**src/sv/tst_pkg.sv**
```systemverilog
package tst_pkg;

  // Identifier buffer sizing
  localparam int MAX_ID_LEN = 32;
  localparam int IDLEN_W    = 6;
  localparam int IDX_W      = $clog2(MAX_ID_LEN);
  localparam logic [IDLEN_W-1:0] ID_MAX = IDLEN_W'(MAX_ID_LEN);

  // Keyword table sizing
  localparam int NUM_KW = 21;
  localparam int KW_W   = 5;
  localparam logic [IDLEN_W-1:0] KW_SCAN = IDLEN_W'(8);

  localparam logic [34:0] INT_MAX = 35'h0_7FFF_FFFF;
  localparam logic [3:0]  FRAC_MAX = 4'd10;

  // Queue sizing
  localparam int FIFO_DEPTH = 4;
  localparam int PTR_W      = 2;
  localparam int CNT_W      = 3;

  // Token kinds
  localparam logic [5:0] K_ETX      = 6'd0;
  localparam logic [5:0] K_LPAREN   = 6'd1;
  localparam logic [5:0] K_RPAREN   = 6'd2;
  localparam logic [5:0] K_LBRACE   = 6'd3;
  localparam logic [5:0] K_RBRACE   = 6'd4;
  localparam logic [5:0] K_COMMA    = 6'd5;
  localparam logic [5:0] K_DOT      = 6'd6;
  localparam logic [5:0] K_MINUS    = 6'd7;
  localparam logic [5:0] K_PLUS     = 6'd8;
  localparam logic [5:0] K_SEMI     = 6'd9;
  localparam logic [5:0] K_STAR     = 6'd10;
  localparam logic [5:0] K_EXCL     = 6'd11;
  localparam logic [5:0] K_NEQ      = 6'd12;
  localparam logic [5:0] K_ASSIGN   = 6'd13;
  localparam logic [5:0] K_EQEQ     = 6'd14;
  localparam logic [5:0] K_ARROW    = 6'd15;
  localparam logic [5:0] K_LESS     = 6'd16;
  localparam logic [5:0] K_LE       = 6'd17;
  localparam logic [5:0] K_GREATER  = 6'd18;
  localparam logic [5:0] K_GE       = 6'd19;
  localparam logic [5:0] K_SLASH    = 6'd20;
  localparam logic [5:0] K_COMMENT  = 6'd21;
  localparam logic [5:0] K_STRING   = 6'd22;
  localparam logic [5:0] K_IDENT    = 6'd23;
  localparam logic [5:0] K_INT      = 6'd24;
  localparam logic [5:0] K_DECIMAL  = 6'd25;
  localparam logic [5:0] K_KEYWORD0 = 6'd26;
  localparam logic [5:0] K_TEXT     = 6'd47;
  localparam logic [5:0] K_ERROR    = 6'd48;

  // Error codes
  localparam logic [3:0] E_NONE       = 4'd0;
  localparam logic [3:0] E_OPEN_STR   = 4'd1;
  localparam logic [3:0] E_LEAD_ZERO  = 4'd2;
  localparam logic [3:0] E_INT_OVF    = 4'd3;
  localparam logic [3:0] E_DEC_RANGE  = 4'd4;
  localparam logic [3:0] E_NO_FRAC    = 4'd5;
  localparam logic [3:0] E_LONG_ID    = 4'd6;
  localparam logic [3:0] E_OPEN_BLOCK = 4'd7;
  localparam logic [3:0] E_UNKNOWN    = 4'd8;

  typedef enum logic [3:0] {
    PH_IDLE, PH_OP, PH_SLASH, PH_LINE, PH_BLOCK, PH_BLOCK_STAR,
    PH_STRING, PH_IDENT, PH_ZERO, PH_INT, PH_FRAC
  } phase_e;

  typedef enum logic [1:0] {
    FE_TAKE, FE_RUN, FE_SECOND, FE_REPLAY
  } fe_state_e;

  typedef struct packed {
    logic [5:0]  kind;
    logic [30:0] num;
    logic [3:0]  frac;
    logic [7:0]  ch;
    logic [3:0]  err;
    logic        last;
  } item_t;

  typedef struct packed {
    logic  valid;
    item_t item;
  } push_t;

  // Keyword spellings, right-justified, and their lengths
  localparam logic [63:0] KW_WORD [NUM_KW] = '{
    "if", "else", "and", "or", "true", "false", "while", "return", "is", "as",
    "print", "inspect", "struct", "variant", "int", "float", "str", "bool",
    "void", "mut", "default"};
  localparam logic [3:0] KW_LEN [NUM_KW] = '{
    4'd2, 4'd4, 4'd3, 4'd2, 4'd4, 4'd5, 4'd5, 4'd6, 4'd2, 4'd2,
    4'd5, 4'd7, 4'd6, 4'd7, 4'd3, 4'd5, 4'd3, 4'd4, 4'd4, 4'd3, 4'd7};

  function automatic logic [7:0] kw_char(input int k, input logic [2:0] i);
    int   pos;
    logic [7:0] ch;
    ch  = '0;
    pos = 8 * (int'(KW_LEN[k]) - 1 - int'(i));
    if ({1'b0, i} < KW_LEN[k]) ch = KW_WORD[k][pos +: 8];
    return ch;
  endfunction

  function automatic logic is_digit(input logic [7:0] c);
    return (c >= "0") && (c <= "9");
  endfunction

  function automatic logic is_alpha(input logic [7:0] c);
    return ((c >= "a") && (c <= "z")) || ((c >= "A") && (c <= "Z"));
  endfunction

  function automatic logic is_space(input logic [7:0] c);
    return (c == " ") || ((c >= 8'd9) && (c <= 8'd13));
  endfunction

  function automatic item_t mk_token(input logic [5:0] kind);
    item_t it;
    it      = '0;
    it.kind = kind;
    it.last = 1'b1;
    return it;
  endfunction

  function automatic item_t mk_error(input logic [3:0] code);
    item_t it;
    it      = '0;
    it.kind = K_ERROR;
    it.err  = code;
    it.last = 1'b1;
    return it;
  endfunction

  function automatic item_t mk_text(input logic [7:0] ch);
    item_t it;
    it      = '0;
    it.kind = K_TEXT;
    it.ch   = ch;
    return it;
  endfunction

endpackage

```
**src/sv/tst_front.sv**
```systemverilog
module tst_front (
  input  logic             clk_i,
  input  logic             rst_ni,
  input  logic             drop_i,
  input  logic             in_valid_i,
  output logic             in_ready_o,
  input  logic [7:0]       in_byte_i,
  input  logic             full_i,
  output tst_pkg::push_t   push_o
);

  tst_pkg::fe_state_e state_q, state_d;
  tst_pkg::phase_e    phase_q, phase_d;
  logic [7:0]                  held_q, held_d;
  logic [7:0]                  byte_q;
  logic [30:0]                 acc_q, acc_d;
  logic [3:0]                  frac_q, frac_d;
  logic [tst_pkg::IDLEN_W-1:0] len_q, len_d;
  logic [tst_pkg::IDLEN_W-1:0] idx_q, idx_d;
  logic [tst_pkg::NUM_KW-1:0]  kwm_q, kwm_d;
  logic [7:0]                  id_mem_q [tst_pkg::MAX_ID_LEN];
  logic [7:0]                  run_ch_q;

  logic                        act;
  logic                        pv;
  tst_pkg::item_t              item;
  logic                        replay_req, second_req, run_req;
  logic                        wr_en;
  logic [tst_pkg::IDX_W-1:0]   wr_addr;
  logic [7:0]                  wr_data;
  logic [7:0]                  c;
  logic [3:0]                  d;
  logic [34:0]                 wide;
  logic                        ovf;
  logic                        cmt_ok;
  logic                        hit;
  logic [tst_pkg::KW_W-1:0]    hitk;

  assign in_ready_o = (state_q == tst_pkg::FE_TAKE) && !full_i;
  assign act = (state_q == tst_pkg::FE_TAKE) ? (in_valid_i && !full_i) : !full_i;
  assign c   = (state_q == tst_pkg::FE_TAKE) ? in_byte_i : byte_q;
  assign d   = c[3:0];
  assign cmt_ok = !drop_i;

  // Scale and add one decimal digit
  assign wide = ({4'b0, acc_q} << 3) + ({4'b0, acc_q} << 1) + {31'b0, d};
  assign ovf  = wide > tst_pkg::INT_MAX;

  // Look up a finished identifier among the keywords, lowest entry first
  always_comb begin
    hit  = 1'b0;
    hitk = '0;
    for (int k = tst_pkg::NUM_KW - 1; k >= 0; k--) begin
      if (kwm_q[k] && ({2'b0, tst_pkg::KW_LEN[k]} == len_q)) begin
        hit  = 1'b1;
        hitk = tst_pkg::KW_W'(k);
      end
    end
  end

  // Classify the byte and form at most one item per cycle
  always_comb begin
    pv         = 1'b0;
    item       = '0;
    replay_req = 1'b0;
    second_req = 1'b0;
    run_req    = 1'b0;
    wr_en      = 1'b0;
    wr_addr    = '0;
    wr_data    = c;
    phase_d    = phase_q;
    held_d     = held_q;
    acc_d      = acc_q;
    frac_d     = frac_q;
    len_d      = len_q;
    kwm_d      = kwm_q;
    case (state_q)
      tst_pkg::FE_RUN: begin
        pv = 1'b1;
        if (idx_q == len_q) item = tst_pkg::mk_token(tst_pkg::K_IDENT);
        else item = tst_pkg::mk_text(run_ch_q);
      end
      tst_pkg::FE_SECOND: begin
        pv   = cmt_ok;
        item = tst_pkg::mk_text(c);
      end
      tst_pkg::FE_TAKE: begin
        case (phase_q)
          tst_pkg::PH_IDLE: ;
          tst_pkg::PH_OP: begin
            replay_req = 1'b1;
            pv         = 1'b1;
            phase_d    = tst_pkg::PH_IDLE;
            if (held_q == "!") begin
              if (c == "=") begin
                item = tst_pkg::mk_token(tst_pkg::K_NEQ);
                replay_req = 1'b0;
              end else item = tst_pkg::mk_token(tst_pkg::K_EXCL);
            end else if (held_q == "=") begin
              if (c == "=") begin
                item = tst_pkg::mk_token(tst_pkg::K_EQEQ);
                replay_req = 1'b0;
              end else if (c == ">") begin
                item = tst_pkg::mk_token(tst_pkg::K_ARROW);
                replay_req = 1'b0;
              end else item = tst_pkg::mk_token(tst_pkg::K_ASSIGN);
            end else if (held_q == "<") begin
              if (c == "=") begin
                item = tst_pkg::mk_token(tst_pkg::K_LE);
                replay_req = 1'b0;
              end else item = tst_pkg::mk_token(tst_pkg::K_LESS);
            end else begin
              if (c == "=") begin
                item = tst_pkg::mk_token(tst_pkg::K_GE);
                replay_req = 1'b0;
              end else item = tst_pkg::mk_token(tst_pkg::K_GREATER);
            end
            held_d = '0;
          end
          tst_pkg::PH_SLASH: begin
            if (c == "/") phase_d = tst_pkg::PH_LINE;
            else if (c == "*") phase_d = tst_pkg::PH_BLOCK;
            else begin
              pv         = 1'b1;
              item       = tst_pkg::mk_token(tst_pkg::K_SLASH);
              replay_req = 1'b1;
            end
          end
          tst_pkg::PH_LINE: begin
            if ((c == 8'h0a) || (c == 8'h00)) begin
              pv         = cmt_ok;
              item       = tst_pkg::mk_token(tst_pkg::K_COMMENT);
              phase_d    = tst_pkg::PH_IDLE;
              replay_req = (c == 8'h00);
            end else begin
              pv   = cmt_ok;
              item = tst_pkg::mk_text(c);
            end
          end
          tst_pkg::PH_BLOCK, tst_pkg::PH_BLOCK_STAR: begin
            if (c == 8'h00) begin
              pv         = 1'b1;
              item       = tst_pkg::mk_error(tst_pkg::E_OPEN_BLOCK);
              phase_d    = tst_pkg::PH_IDLE;
              replay_req = 1'b1;
            end else if (phase_q == tst_pkg::PH_BLOCK_STAR) begin
              if (c == "/") begin
                pv      = cmt_ok;
                item    = tst_pkg::mk_token(tst_pkg::K_COMMENT);
                phase_d = tst_pkg::PH_IDLE;
              end else begin
                // Flush the held star, then the byte itself; a further star is held instead
                pv   = cmt_ok;
                item = tst_pkg::mk_text("*");
                if (c != "*") begin
                  phase_d    = tst_pkg::PH_BLOCK;
                  second_req = 1'b1;
                end
              end
            end else if (c == "*") begin
              phase_d = tst_pkg::PH_BLOCK_STAR;
            end else begin
              pv   = cmt_ok;
              item = tst_pkg::mk_text(c);
            end
          end
          tst_pkg::PH_STRING: begin
            if (c == 8'h22) begin
              pv      = 1'b1;
              item    = tst_pkg::mk_token(tst_pkg::K_STRING);
              phase_d = tst_pkg::PH_IDLE;
            end else if ((c == 8'h0a) || (c == 8'h00)) begin
              pv         = 1'b1;
              item       = tst_pkg::mk_error(tst_pkg::E_OPEN_STR);
              phase_d    = tst_pkg::PH_IDLE;
              replay_req = 1'b1;
            end else begin
              pv   = 1'b1;
              item = tst_pkg::mk_text(c);
            end
          end
          tst_pkg::PH_IDENT: begin
            if (tst_pkg::is_alpha(c) || tst_pkg::is_digit(c) || (c == "_")) begin
              if (len_q < tst_pkg::ID_MAX) begin
                wr_en   = 1'b1;
                wr_addr = len_q[tst_pkg::IDX_W-1:0];
              end
              if (len_q <= tst_pkg::ID_MAX) len_d = len_q + 1'b1;
              if (len_q < tst_pkg::KW_SCAN) begin
                for (int k = 0; k < tst_pkg::NUM_KW; k++)
                  kwm_d[k] = kwm_q[k] && (tst_pkg::kw_char(k, len_q[2:0]) == c);
              end
            end else if (hit) begin
              pv         = 1'b1;
              item       = tst_pkg::mk_token(tst_pkg::K_KEYWORD0 + {1'b0, hitk});
              replay_req = 1'b1;
            end else if (len_q > tst_pkg::ID_MAX) begin
              pv         = 1'b1;
              item       = tst_pkg::mk_error(tst_pkg::E_LONG_ID);
              replay_req = 1'b1;
            end else begin
              run_req = 1'b1;
            end
          end
          tst_pkg::PH_ZERO, tst_pkg::PH_INT: begin
            if ((phase_q == tst_pkg::PH_ZERO) && (c == "0")) begin
              pv         = 1'b1;
              item       = tst_pkg::mk_error(tst_pkg::E_LEAD_ZERO);
              replay_req = 1'b1;
            end else if (tst_pkg::is_digit(c)) begin
              if (ovf) begin
                pv      = 1'b1;
                item    = tst_pkg::mk_error(tst_pkg::E_INT_OVF);
                phase_d = tst_pkg::PH_IDLE;
                acc_d   = '0;
              end else begin
                acc_d   = wide[30:0];
                phase_d = tst_pkg::PH_INT;
              end
            end else if (c == ".") begin
              frac_d  = '0;
              phase_d = tst_pkg::PH_FRAC;
            end else begin
              pv         = 1'b1;
              item       = tst_pkg::mk_token(tst_pkg::K_INT);
              item.num   = acc_q;
              replay_req = 1'b1;
            end
          end
          tst_pkg::PH_FRAC: begin
            if (tst_pkg::is_digit(c)) begin
              if (ovf || (frac_q >= tst_pkg::FRAC_MAX)) begin
                pv      = 1'b1;
                item    = tst_pkg::mk_error(tst_pkg::E_DEC_RANGE);
                phase_d = tst_pkg::PH_IDLE;
                acc_d   = '0;
                frac_d  = '0;
              end else begin
                acc_d  = wide[30:0];
                frac_d = frac_q + 1'b1;
              end
            end else begin
              pv         = 1'b1;
              replay_req = 1'b1;
              if (frac_q == '0) item = tst_pkg::mk_error(tst_pkg::E_NO_FRAC);
              else begin
                item      = tst_pkg::mk_token(tst_pkg::K_DECIMAL);
                item.num  = acc_q;
                item.frac = frac_q;
              end
            end
          end
          default: ;
        endcase
      end
      default: ;
    endcase

    // Start a new token from this byte
    if ((state_q == tst_pkg::FE_REPLAY) ||
        ((state_q == tst_pkg::FE_TAKE) && (phase_q == tst_pkg::PH_IDLE))) begin
      phase_d = tst_pkg::PH_IDLE;
      held_d  = '0;
      acc_d   = '0;
      frac_d  = '0;
      len_d   = '0;
      pv      = 1'b1;
      case (c)
        8'h00: item = tst_pkg::mk_token(tst_pkg::K_ETX);
        "(":   item = tst_pkg::mk_token(tst_pkg::K_LPAREN);
        ")":   item = tst_pkg::mk_token(tst_pkg::K_RPAREN);
        "{":   item = tst_pkg::mk_token(tst_pkg::K_LBRACE);
        "}":   item = tst_pkg::mk_token(tst_pkg::K_RBRACE);
        ",":   item = tst_pkg::mk_token(tst_pkg::K_COMMA);
        ".":   item = tst_pkg::mk_token(tst_pkg::K_DOT);
        "-":   item = tst_pkg::mk_token(tst_pkg::K_MINUS);
        "+":   item = tst_pkg::mk_token(tst_pkg::K_PLUS);
        ";":   item = tst_pkg::mk_token(tst_pkg::K_SEMI);
        "*":   item = tst_pkg::mk_token(tst_pkg::K_STAR);
        "!", "=", "<", ">": begin
          pv      = 1'b0;
          held_d  = c;
          phase_d = tst_pkg::PH_OP;
        end
        "/": begin
          pv      = 1'b0;
          phase_d = tst_pkg::PH_SLASH;
        end
        8'h22: begin
          pv      = 1'b0;
          phase_d = tst_pkg::PH_STRING;
        end
        default: begin
          if (tst_pkg::is_alpha(c) || (c == "_")) begin
            pv      = 1'b0;
            wr_en   = 1'b1;
            wr_addr = '0;
            len_d   = tst_pkg::IDLEN_W'(1);
            phase_d = tst_pkg::PH_IDENT;
            for (int k = 0; k < tst_pkg::NUM_KW; k++)
              kwm_d[k] = (tst_pkg::kw_char(k, 3'd0) == c);
          end else if (tst_pkg::is_digit(c)) begin
            pv      = 1'b0;
            acc_d   = {27'b0, d};
            phase_d = (c == "0") ? tst_pkg::PH_ZERO : tst_pkg::PH_INT;
          end else if (tst_pkg::is_space(c)) begin
            pv = 1'b0;
          end else begin
            item = tst_pkg::mk_error(tst_pkg::E_UNKNOWN);
          end
        end
      endcase
    end
  end

  // Advance the sequencer
  always_comb begin
    state_d = state_q;
    idx_d   = idx_q;
    case (state_q)
      tst_pkg::FE_TAKE: begin
        idx_d = '0;
        if (act) begin
          if (run_req) state_d = tst_pkg::FE_RUN;
          else if (second_req) state_d = tst_pkg::FE_SECOND;
          else if (replay_req) state_d = tst_pkg::FE_REPLAY;
        end
      end
      tst_pkg::FE_RUN: begin
        if (act) begin
          idx_d = idx_q + 1'b1;
          if (idx_q == len_q) state_d = tst_pkg::FE_REPLAY;
        end
      end
      tst_pkg::FE_SECOND: if (act) state_d = tst_pkg::FE_TAKE;
      tst_pkg::FE_REPLAY: if (act) state_d = tst_pkg::FE_TAKE;
      default: state_d = tst_pkg::FE_TAKE;
    endcase
  end

  assign push_o.valid = pv && act;
  assign push_o.item  = item;

  always_ff @(posedge clk_i or negedge rst_ni) begin
    if (!rst_ni) begin
      state_q <= tst_pkg::FE_TAKE;
      phase_q <= tst_pkg::PH_IDLE;
      held_q  <= '0;
      byte_q  <= '0;
      acc_q   <= '0;
      frac_q  <= '0;
      len_q   <= '0;
      idx_q   <= '0;
      kwm_q   <= '0;
    end else begin
      state_q <= state_d;
      idx_q   <= idx_d;
      if (act) begin
        phase_q <= phase_d;
        held_q  <= held_d;
        acc_q   <= acc_d;
        frac_q  <= frac_d;
        len_q   <= len_d;
        kwm_q   <= kwm_d;
        if (state_q == tst_pkg::FE_TAKE) byte_q <= in_byte_i;
      end
    end
  end

  // Identifier characters; the next run character is read into a register ahead of its use
  always_ff @(posedge clk_i) begin
    if (act && wr_en) id_mem_q[wr_addr] <= wr_data;
    run_ch_q <= id_mem_q[idx_d[tst_pkg::IDX_W-1:0]];
  end

endmodule

```
**src/sv/tst_back.sv**
```systemverilog
module tst_back (
  input  logic            clk_i,
  input  logic            rst_ni,
  input  tst_pkg::push_t  push_i,
  output logic            full_o,
  output logic            out_valid_o,
  input  logic            out_ready_i,
  output tst_pkg::item_t  out_item_o
);

  tst_pkg::item_t           fifo_q [tst_pkg::FIFO_DEPTH];
  logic [tst_pkg::PTR_W-1:0] wr_ptr_q, rd_ptr_q;
  logic [tst_pkg::CNT_W-1:0] cnt_q;
  logic                      out_valid_q;
  tst_pkg::item_t            out_q;
  logic                      pop;

  function automatic logic [tst_pkg::CNT_W-1:0] CNT_INC(input logic b);
    return {{(tst_pkg::CNT_W-1){1'b0}}, b};
  endfunction

  assign full_o      = cnt_q == tst_pkg::CNT_W'(tst_pkg::FIFO_DEPTH);
  assign pop         = (cnt_q != '0) && (!out_valid_q || out_ready_i);
  assign out_valid_o = out_valid_q;
  assign out_item_o  = out_q;

  // Queue pointers and output stage
  always_ff @(posedge clk_i or negedge rst_ni) begin
    if (!rst_ni) begin
      wr_ptr_q    <= '0;
      rd_ptr_q    <= '0;
      cnt_q       <= '0;
      out_valid_q <= 1'b0;
    end else begin
      if (push_i.valid) wr_ptr_q <= wr_ptr_q + 1'b1;
      if (pop) rd_ptr_q <= rd_ptr_q + 1'b1;
      cnt_q <= cnt_q + CNT_INC(push_i.valid) - CNT_INC(pop);
      if (pop) out_valid_q <= 1'b1;
      else if (out_ready_i) out_valid_q <= 1'b0;
    end
  end

  // Queue storage and output payload
  always_ff @(posedge clk_i) begin
    if (push_i.valid) fifo_q[wr_ptr_q] <= push_i.item;
    if (pop) out_q <= fifo_q[rd_ptr_q];
  end

endmodule

```
**src/sv/source_text_tokenizer_unit.sv**
```systemverilog
// Source text tokenizer.
// Input channel s_axis: one source byte per item in tdata[7:0]; byte 0 ends the text.
// Output channel m_axis: one result item per transfer. tuser carries the token kind,
// tdata the number value, fraction digits, text byte and error code, tlast is set on
// the item that closes a token or error (text byte items have tlast low).
// Config channel cfg: one write sets drop_comments; write it only while idle.
// A byte that closes one token and starts the next is scanned a second time, as is
// a byte other than a star or slash after a star inside a block comment. A byte that
// closes a plain identifier is held while the identifier's characters are replayed
// from the identifier buffer. The front sequencer pushes at most one item per cycle
// into a four-entry queue, and it stalls while that queue is full.
// A result passes through the queue and then the registered output stage.
// Reset clears the scanner to its idle state, empties the queue and drop_comments.
// A stalled receiver fills the queue, after which s_axis_tready_o drops.
module source_text_tokenizer_unit (
  input  logic        clk_i,
  input  logic        rst_ni,
  input  logic        s_axis_tvalid_i,
  output logic        s_axis_tready_o,
  input  logic [7:0]  s_axis_tdata_i,  // [7:0] text_byte_in
  output logic        m_axis_tvalid_o,
  input  logic        m_axis_tready_i,
  // [30:0] number_value, [34:31] fraction_digits, [42:35] text_char,
  // [46:43] error_code, [47] zero
  output logic [47:0] m_axis_tdata_o,
  output logic [5:0]  m_axis_tuser_o,  // [5:0] token_kind
  output logic        m_axis_tlast_o,  // run_last
  input  logic        cfg_valid_i,
  output logic        cfg_ready_o,
  input  logic        cfg_data_i
);

  logic           drop_q;
  logic           full;
  tst_pkg::push_t push;
  tst_pkg::item_t out_item;

  assign cfg_ready_o = 1'b1;

  // Hold the comment drop setting
  always_ff @(posedge clk_i or negedge rst_ni) begin
    if (!rst_ni) drop_q <= 1'b0;
    else if (cfg_valid_i) drop_q <= cfg_data_i;
  end

  tst_front u_front (
    .clk_i      (clk_i),
    .rst_ni     (rst_ni),
    .drop_i     (drop_q),
    .in_valid_i (s_axis_tvalid_i),
    .in_ready_o (s_axis_tready_o),
    .in_byte_i  (s_axis_tdata_i),
    .full_i     (full),
    .push_o     (push)
  );

  tst_back u_back (
    .clk_i       (clk_i),
    .rst_ni      (rst_ni),
    .push_i      (push),
    .full_o      (full),
    .out_valid_o (m_axis_tvalid_o),
    .out_ready_i (m_axis_tready_i),
    .out_item_o  (out_item)
  );

  assign m_axis_tdata_o = {1'b0, out_item.err, out_item.ch, out_item.frac, out_item.num};
  assign m_axis_tuser_o = out_item.kind;
  assign m_axis_tlast_o = out_item.last;

  // Text byte items are exactly the open ones
  a_text_open: assert property (@(posedge clk_i) disable iff (!rst_ni)
    m_axis_tvalid_o |-> ((m_axis_tuser_o == tst_pkg::K_TEXT) == !m_axis_tlast_o))
    else $error("text item and tlast disagree");

  // Error code only on error items
  a_err_kind: assert property (@(posedge clk_i) disable iff (!rst_ni)
    m_axis_tvalid_o |->
      ((m_axis_tuser_o == tst_pkg::K_ERROR) == (m_axis_tdata_o[46:43] != 4'd0)))
    else $error("error code on wrong kind");

  // Fraction digits only on decimals
  a_frac_kind: assert property (@(posedge clk_i) disable iff (!rst_ni)
    (m_axis_tvalid_o && (m_axis_tdata_o[34:31] != 4'd0)) |->
      (m_axis_tuser_o == tst_pkg::K_DECIMAL))
    else $error("fraction digits on non-decimal");

  // No byte is taken while the queue is full
  a_no_take_full: assert property (@(posedge clk_i) disable iff (!rst_ni)
    full |-> !s_axis_tready_o)
    else $error("byte taken with full queue");

endmodule

```
**config.mk**
```make
export PLATFORM = sky130hd
export DESIGN_NAME = source_text_tokenizer_unit
export DESIGN_NICKNAME = d
export VERILOG_FILES = /design/src/sv/tst_pkg.sv /design/src/sv/tst_front.sv /design/src/sv/tst_back.sv /design/src/sv/source_text_tokenizer_unit.sv
export SDC_FILE = /design/constraint.sdc
export NUM_CORES = 1
export LEC_CHECK = 0
export BUFFER_PORTS_ARGS = -buffer_cell sky130_fd_sc_hd__buf_4
export CELL_PAD_IN_SITES_DETAIL_PLACEMENT = 1
export CELL_PAD_IN_SITES_GLOBAL_PLACEMENT = 1
export CORE_MARGIN = 5
export CORE_UTILIZATION = 52
export DETAILED_ROUTE_END_ITERATION = 16
export PLACE_DENSITY_LB_ADDON = 0.1
export SETUP_SLACK_MARGIN = 0.2
export SLEW_MARGIN = 20
export SYNTH_ARGS = -nofsm -noshare
export SYNTH_HDL_FRONTEND = slang
export SYNTH_HIERARCHICAL = 1
export SYNTH_SLANG_ARGS = --single-unit
```
**constraint.sdc**
```tcl
create_clock -name clk_i -period 7.68 [get_ports clk_i]
set_input_delay 1.536 -clock clk_i [delete_from_list [all_inputs] [get_ports clk_i]]
set_output_delay 1.536 -clock clk_i [all_outputs]
set_load 0.05 [all_outputs]
```
==> results of run 1 <==
[worst paths after layout]
check / from / endpoint
max: u_front/state_q[1] / u_back/fifo_q[3][10]
min: u_front/held_q[5] / u_front/held_q[5]
max reg2reg: u_front/state_q[1] / u_back/fifo_q[3][10]
min reg2reg: u_front/held_q[5] / u_front/held_q[5]
max in group asynchronous: rst_ni / u_back/rd_ptr_q[0]
min in group asynchronous: rst_ni / drop_q
[state kept, by name, summed over array words and instances (netlist names), 6 cells and up]
signal and flops:
u_front/len_q 6, u_front/acc_q 31, u_front/idx_q 6, u_back/fifo_q 216
u_back/out_item_o 54, u_front/id_mem_q 256, u_front/held_q 8, u_front/byte_q 8
u_front/run_ch_q 8, u_front/kwm_q 21
[placed cells by master (no fill, tap or decap), types with 9 or more instances in the layout]
cell,instances
ha_1,85
mux4_2,54
nand4_1,20
edfxtp_1,526
and2_1,49
or4_1,9
buf_4,120
a31oi_1,30
dfrtp_1,97
nor2b_1,15
o21ai_0,100
o21a_1,13
inv_1,44
nor2_1,133
nor4_1,20
clkbuf_1,16
clkbuf_16,71
clkinv_2,11
o31ai_1,38
o21ai_1,19
a21oi_1,115
or3_1,10
xor2_1,19
a211oi_1,16
o211ai_1,30
a21o_1,23
nand2_1,409
nand2b_1,14
xnor2_1,64
and3_1,47
a311oi_1,42
clkinv_1,13
nor3_1,45
o22ai_1,20
a311o_1,16
nand3_1,141
[where the power goes]
part	switching, W	internal, W	leakage, nW
Sequential	0.000460	0.00508	6.27
Combinational	0.00527	0.00234	5.36
Clock	0.00137	0.00181	1.06
[layout make-up]
type	instances	area, um2	share of cell area (%)
Clock inverter	35	299	0.861
Antenna cell	3	7.51	0.0216
Sequential cell	633	18400	53.1
Multi-Input combinational cell	1795	12100	34.7
Inverter	52	196	0.565
Timing Repair Buffer	120	901	2.59
Clock buffer	89	1860	5.37
Tap cell	782	978	2.82
[critical path, stage by stage (launching register included)]
cell,delay [ns]
dfrtp_1,0.36
buf_4,0.27
nor2_4,0.78
mux2i_2,0.36
inv_2,0.08
fa_1,0.47
ha_1,0.35
a211oi_1,0.11
o21ai_0,0.29
nand3_1,0.20
o211ai_1,0.36
a41oi_1,0.20
mux2i_1,0.28
a31oi_1,0.26
nor2_1,0.08
a21oi_1,0.60
and2_2,0.76
buf_4,0.42
[stage by stage]
stage	utilization (%)	hold WS, ns	instance area (um2)	total power [W]
CTS	57.9	0.480	34700	0.0164
finish	57.9	0.473	34700	0.0163
global placement	54.3	0.455	32600	0.0129
detailed placement	54.3	0.466	32600	0.0132
global route	57.9	0.512	34700	0.0172
floorplan	-	0.439	31300	0.0106
[cell families (layout without fill, tap and decap cells)]
family          count (synthesis)  in the layout  synth area share (%)
compound gates                571            571                  12.7
xor+xnor                       83             83                  2.32
fa+ha+maj                      88             88                  3.59
buf+inv                       207            296                  2.86
flops                         633            633                  58.9
mux                            75             75                  4.69
other cells                     2              5                0.0240
simple gates                  976            976                  15.0
[per-layer routing]
metal  share of wire [%]  vias to the layer above
li1                    -                    10100
met1                  42                    11400
met2                  51                      645
met3                 4.3                      179
met4                 3.1                        2
met5               0.014                        -
==> summary.txt, run 1 <==
worst reg-to-reg setup slack: 1.08 ns
H-Tree Level Count: 3
ranking of synthesized cells by area: edfxtp_1, dfrtp_1, nand2_1
Mapped Avg Cell Area: 11.9 um2
fraction of layout instances using a drive strength above 1: 12.7%
met2 usage: 48.7%
area of the die: 65200 um2
GR Layer Usage met3: 4.01%
first-pass GRT wire length: 144 mm
later-pin clock latency in the skew report: 0.61 ns
Routed Antenna Nets: 0
clock period minus final worst setup slack: 6.60 ns
cell area power density: 470 nW/um2
site row count: 90
maximum vdd drop: 0.300 mV
maximum buffer depth of the clock tree: 3
routability cong.: 0.903
category of the worst setup path capture point: flip-flop
CTS tree: done
Synth Flop Type: edfxtp_1
# placed instances: 3382
HPWL reported at the end of detailed placement: 62.1 mm
final count of negative-setup-slack endpoints: 0
vias in the first global route: 23600
leakage power: 12.7 nW
number of synthesized flops with an enable pin: 526
critical path required time: 7.95 ns
net count of the finished layout: 2773
setup slack after layout: 1.08 ns
hold bufs inserted after CTS: 0
final sum of negative setup slack: 0 ns
final std cells w/o fill: 3509
fraction of registers with async set or reset after synthesis: 15.6%
count leader, synth: edfxtp_1
unrepaired setup endpoints after global routing: no
fraction of synthesized cell area taken by the top area cell type: 50.4%
count of pins over their slew limit: 0
layer carrying the most global-route usage: met2
maximum number of pins on one net before global-route repair: 89
Hold Crit Depth: 2
library cell occupying the most area in the post-synthesis netlist: edfxtp_1
area overhead of the layout relative to synthesis: 10.9%
area of the core: 60000 um2
Max-Cap Viols: 0
global-route met1 utilization: 36.1%
number of DRC violations after detailed routing: 0
antenna violations before repair: 4
clk slew on worst S/H paths: 0.06 ns
remaining global-route overflow: 0
Inserted Clock Buffers: 69
die height: 255 um
sequential share of the synthesized area: 58.9%
final routed wirelength across all metal layers: 92.4 mm
synthesized flop and latch total: 633
fraction of the cycle the final worst path needs: 86.0%
Die Wd: 255 um
Synthesis Warnings: 6
initial cell density of the core: 52.2%
min-delay worst type: flip-flop to flip-flop
post-CTS sizing: 0
number of iterations in the first detailed-routing pass: 5
endpoints failing hold: 0
I/O Buffers: 69
mapped cell area: 31300 um2
clock tree skew after final layout: 0.0183 ns
average wire length per cell after detail routing: 26.3 um
reg2reg path depth: 17
filler cell count in the final layout: 6051
Fmax: 0.151 GHz
count of different cell masters after synthesis: 106
Worst Setup Slack post-DPL: 1.05 ns
number of DRC markers after the initial detailed-route iteration: 1669
worst relative slew slack: 28.9%
clock tree root driver cell: clkbuf_16
count of mapped cells out of synthesis: 2635
kind of start point of the critical path: flip-flop
number of clock sinks: 633
total number of vias: 22300
synthesized netlist net count: 2737
Critical Path Fanout Max: 43
detail-routed via count per cell: 6.35
outcome: finished clean
Critical Path AT: 6.88 ns
I/O pin cnt: 72
startpoint-to-endpoint class of the critical path: flip-flop to flip-flop
global-route usage over all layers: 27.8%
transition time at the pin with the least slew margin: 1.06 ns
Setup Buffers After CTS: 0
most frequent cells after synthesis: edfxtp_1, nand2_1, nand3_1, nor2_1, a21oi_1
No activity file was read; power rests on OpenSTA's default activity.
==> run 2, diff against run 1 <==
Settings changed: CTS_BUF_LIST set to sky130_fd_sc_hd__clkbuf_4, PLACE_DENSITY set to 0.83, PLACE_DENSITY_LB_ADDON 0.1 to unset.
==> run 2 against run 1 <==
Sequential share of layout area hardly changed. Sequential power hardly changed. Maximum frequency is 9.3% higher. Critical endpoint is now u_back/fifo_q[1][17]. Non-clock buffer count is 7 lower. Die area stayed put. Utilization hardly changed. Power is 0.39% lower. Largest cell class unchanged. Via count is 6.0% higher.
==> summary.txt, run 2 (synthesis results as in run 1) <==
final sum of negative setup slack: 0 ns (unchanged)
I/O Buffers: 69 (unchanged)
Fmax: 0.166 GHz (+9.3%)
detail-routed via count per cell: 6.42 (+1.1%)
Inserted Clock Buffers: 162 (+130%)
startpoint-to-endpoint class of the critical path: flip-flop to flip-flop
count of pins over their slew limit: 0 (unchanged)
die height: 255 um (unchanged)
fraction of layout instances using a drive strength above 1: 17.3% (+4.6 points)
area of the core: 60000 um2 (unchanged)
area overhead of the layout relative to synthesis: 10.9% (about the same)
Worst Setup Slack post-DPL: 1.24 ns (+0.185 ns)
Setup Buffers After CTS: 0 (unchanged)
clock tree skew after final layout: 0.0770 ns (+0.0588 ns)
post-CTS sizing: 0 (unchanged)
Max-Cap Viols: 0 (unchanged)
leading cell type in the layout, fill and taps excluded: edfxtp_1
Critical Path AT: 6.63 ns (-0.25 ns)
net count of the finished layout: 2859 (+3.1%)
reg2reg path depth: 16 (-1)
min-delay worst type: flip-flop to flip-flop
remaining global-route overflow: 0 (unchanged)
outcome: finished clean
I/O pin cnt: 72 (unchanged)
transition time at the pin with the least slew margin: 1.12 ns (+0.0573 ns)
global-route usage over all layers: 29.5% (+1.7 points)
area of the die: 65200 um2 (unchanged)
clock period minus final worst setup slack: 6.04 ns (-0.564 ns)
final count of negative-setup-slack endpoints: 0 (unchanged)
worst relative slew slack: 25.2% (-3.7 points)
hold bufs inserted after CTS: 0 (unchanged)
maximum vdd drop: 0.238 mV (-21%)
total number of vias: 23600 (+6.0%)
routability cong.: 0.924 (+2.4%)
leading cell types in the layout, fill and taps excluded: edfxtp_1, nand2_1, clkbuf_4, nand3_1, nor2_1
site row count: 90 (unchanged)
later-pin clock latency in the skew report: 1.04 ns (+0.43 ns)
number of clock sinks: 633 (unchanged)
vias in the first global route: 24900 (+5.5%)
leakage power: 12.9 nW (+1.4%)
Hold Crit Depth: 2 (unchanged)
combined area of the multi-input logic cells: 12100 um2 (about the same)
final routed wirelength across all metal layers: 97.9 mm (+5.9%)
category of the worst setup path capture point: flip-flop
CTS tree: done
number of DRC violations after detailed routing: 0 (unchanged)
number of iterations in the first detailed-routing pass: 5 (unchanged)
critical path required time: 8.27 ns (+0.32 ns)
cell area power density: 469 nW/um2 (-0.32%)
setup slack after layout: 1.64 ns (+0.564 ns)
average wire length per cell after detail routing: 26.6 um (+1.0%)
filler cell count in the final layout: 6232 (+3.0%)
design area: 34700 um2 (about the same)
maximum number of pins on one net before global-route repair: 81 (-9.0%)
kind of start point of the critical path: flip-flop
H-Tree Level Count: 4 (+1)
first-pass GRT wire length: 151 mm (+5.0%)
Critical Path Fanout Max: 54 (+26%)
clk slew on worst S/H paths: 0.07 ns (about the same)
initial cell density of the core: 52.2% (unchanged)
unrepaired setup endpoints after global routing: no
Routed Antenna Nets: 0 (unchanged)
maximum buffer depth of the clock tree: 3 (unchanged)
total cell area at the placement stage: 32600 um2 (about the same)
flip-flop count of the largest register after layout: 256 (unchanged)
footprint of the flip-flops and latches: 18400 um2 (unchanged)
HPWL reported at the end of detailed placement: 63.4 mm (+2.1%)
clock tree root driver cell: clkbuf_4
fraction of the cycle the final worst path needs: 78.7% (-7.3 points)
top register by number of flip-flops: u_front/id_mem_q
antenna violations before repair: 5 (+1)
Die Wd: 255 um (unchanged)
number of DRC markers after the initial detailed-route iteration: 2161 (+29%)
endpoints failing hold: 0 (unchanged)
-- run 2: cell count changes in the layout (fill, tap and decap cells not counted), moves of 2 or more --
cell        change
clkbuf_4      +236
clkbuf_16      -71
clkinv_1       +30
clkbuf_1       -16
buf_4          -10
buf_12          +3
clkinvlp_4      +3
inv_16          -3
clkbuf_8        -2
-- run 2: final timing paths --
check                              startpoint                    to  slack [ns]
setup / recovery           u_front/state_q[1]  u_back/fifo_q[1][17]        1.64
setup reg to reg           u_front/state_q[1]  u_back/fifo_q[1][17]        1.64
hold / removal              u_front/held_q[1]     u_front/held_q[1]        0.49
max in group asynchronous              rst_ni    u_back/rd_ptr_q[0]        5.77
min in group asynchronous              rst_ni     u_front/acc_q[16]        0.62
hold reg to reg             u_front/held_q[1]     u_front/held_q[1]        0.49
-- run 2: cell type report --
type                            count  share of cell area (%)
Clock inverter                     65                    1.10
Timing Repair Buffer              113                    2.55
Clock buffer                      236                    5.10
Antenna cell                        2                  0.0144
Sequential cell                   633                    53.1
Tap cell                          782                    2.82
Multi-Input combinational cell   1795                    34.7
Inverter                           52                   0.566
-- run 2: critical path, stage by stage (launching register included) --
cell and delay, ns:
dfrtp_1 0.41, nor2_4 0.73, mux2i_2 0.35, inv_2 0.08, fa_1 0.39, ha_1 0.37, o21ai_0 0.15, o21ai_0 0.26
nand3_1 0.20, o211ai_1 0.33, a41oi_1 0.19, mux2i_1 0.30, a31oi_1 0.26, nor2_1 0.08, a21oi_1 0.58, and2_2 0.27
buf_4 0.62
-- run 2: report_power, final --
| group | total (W) | leakage, nW | internal, W | switching [W] |
|---|---|---|---|---|
| sequential | 0.00555 | 6.27 | 0.00509 | 0.000462 |
| clock | 0.00299 | 1.26 | 0.00151 | 0.00148 |
| combinational | 0.00773 | 5.33 | 0.00234 | 0.00539 |
| total | 0.0163 | 12.9 | 0.00894 | 0.00734 |
-- run 2: through the flow --
| stage | cells | power (W) | hold slack, ns | utilization (%) |
|---|---|---|---|---|
| global placement | 3375 | 0.0127 | 0.453 | 54.2 |
| finish | 3678 | 0.0163 | 0.488 | 57.8 |
| floorplan | 2635 | 0.0106 | 0.439 | - |
| global route | 3677 | 0.0171 | 0.514 | 57.8 |
| CTS | 3676 | 0.0163 | 0.493 | 57.8 |
| detailed placement | 3375 | 0.0132 | 0.477 | 54.2 |
-- run 2: metal layers --
metal | up-vias | share of wire [%] | track usage, %
li1 | 10300 | - | -
met1 | 12000 | 40 | 38.3
met2 | 1016 | 50 | 49.4
met3 | 213 | 6.8 | 6.41
met4 | 8 | 3.2 | 10.6
met5 | - | 0.057 | 0
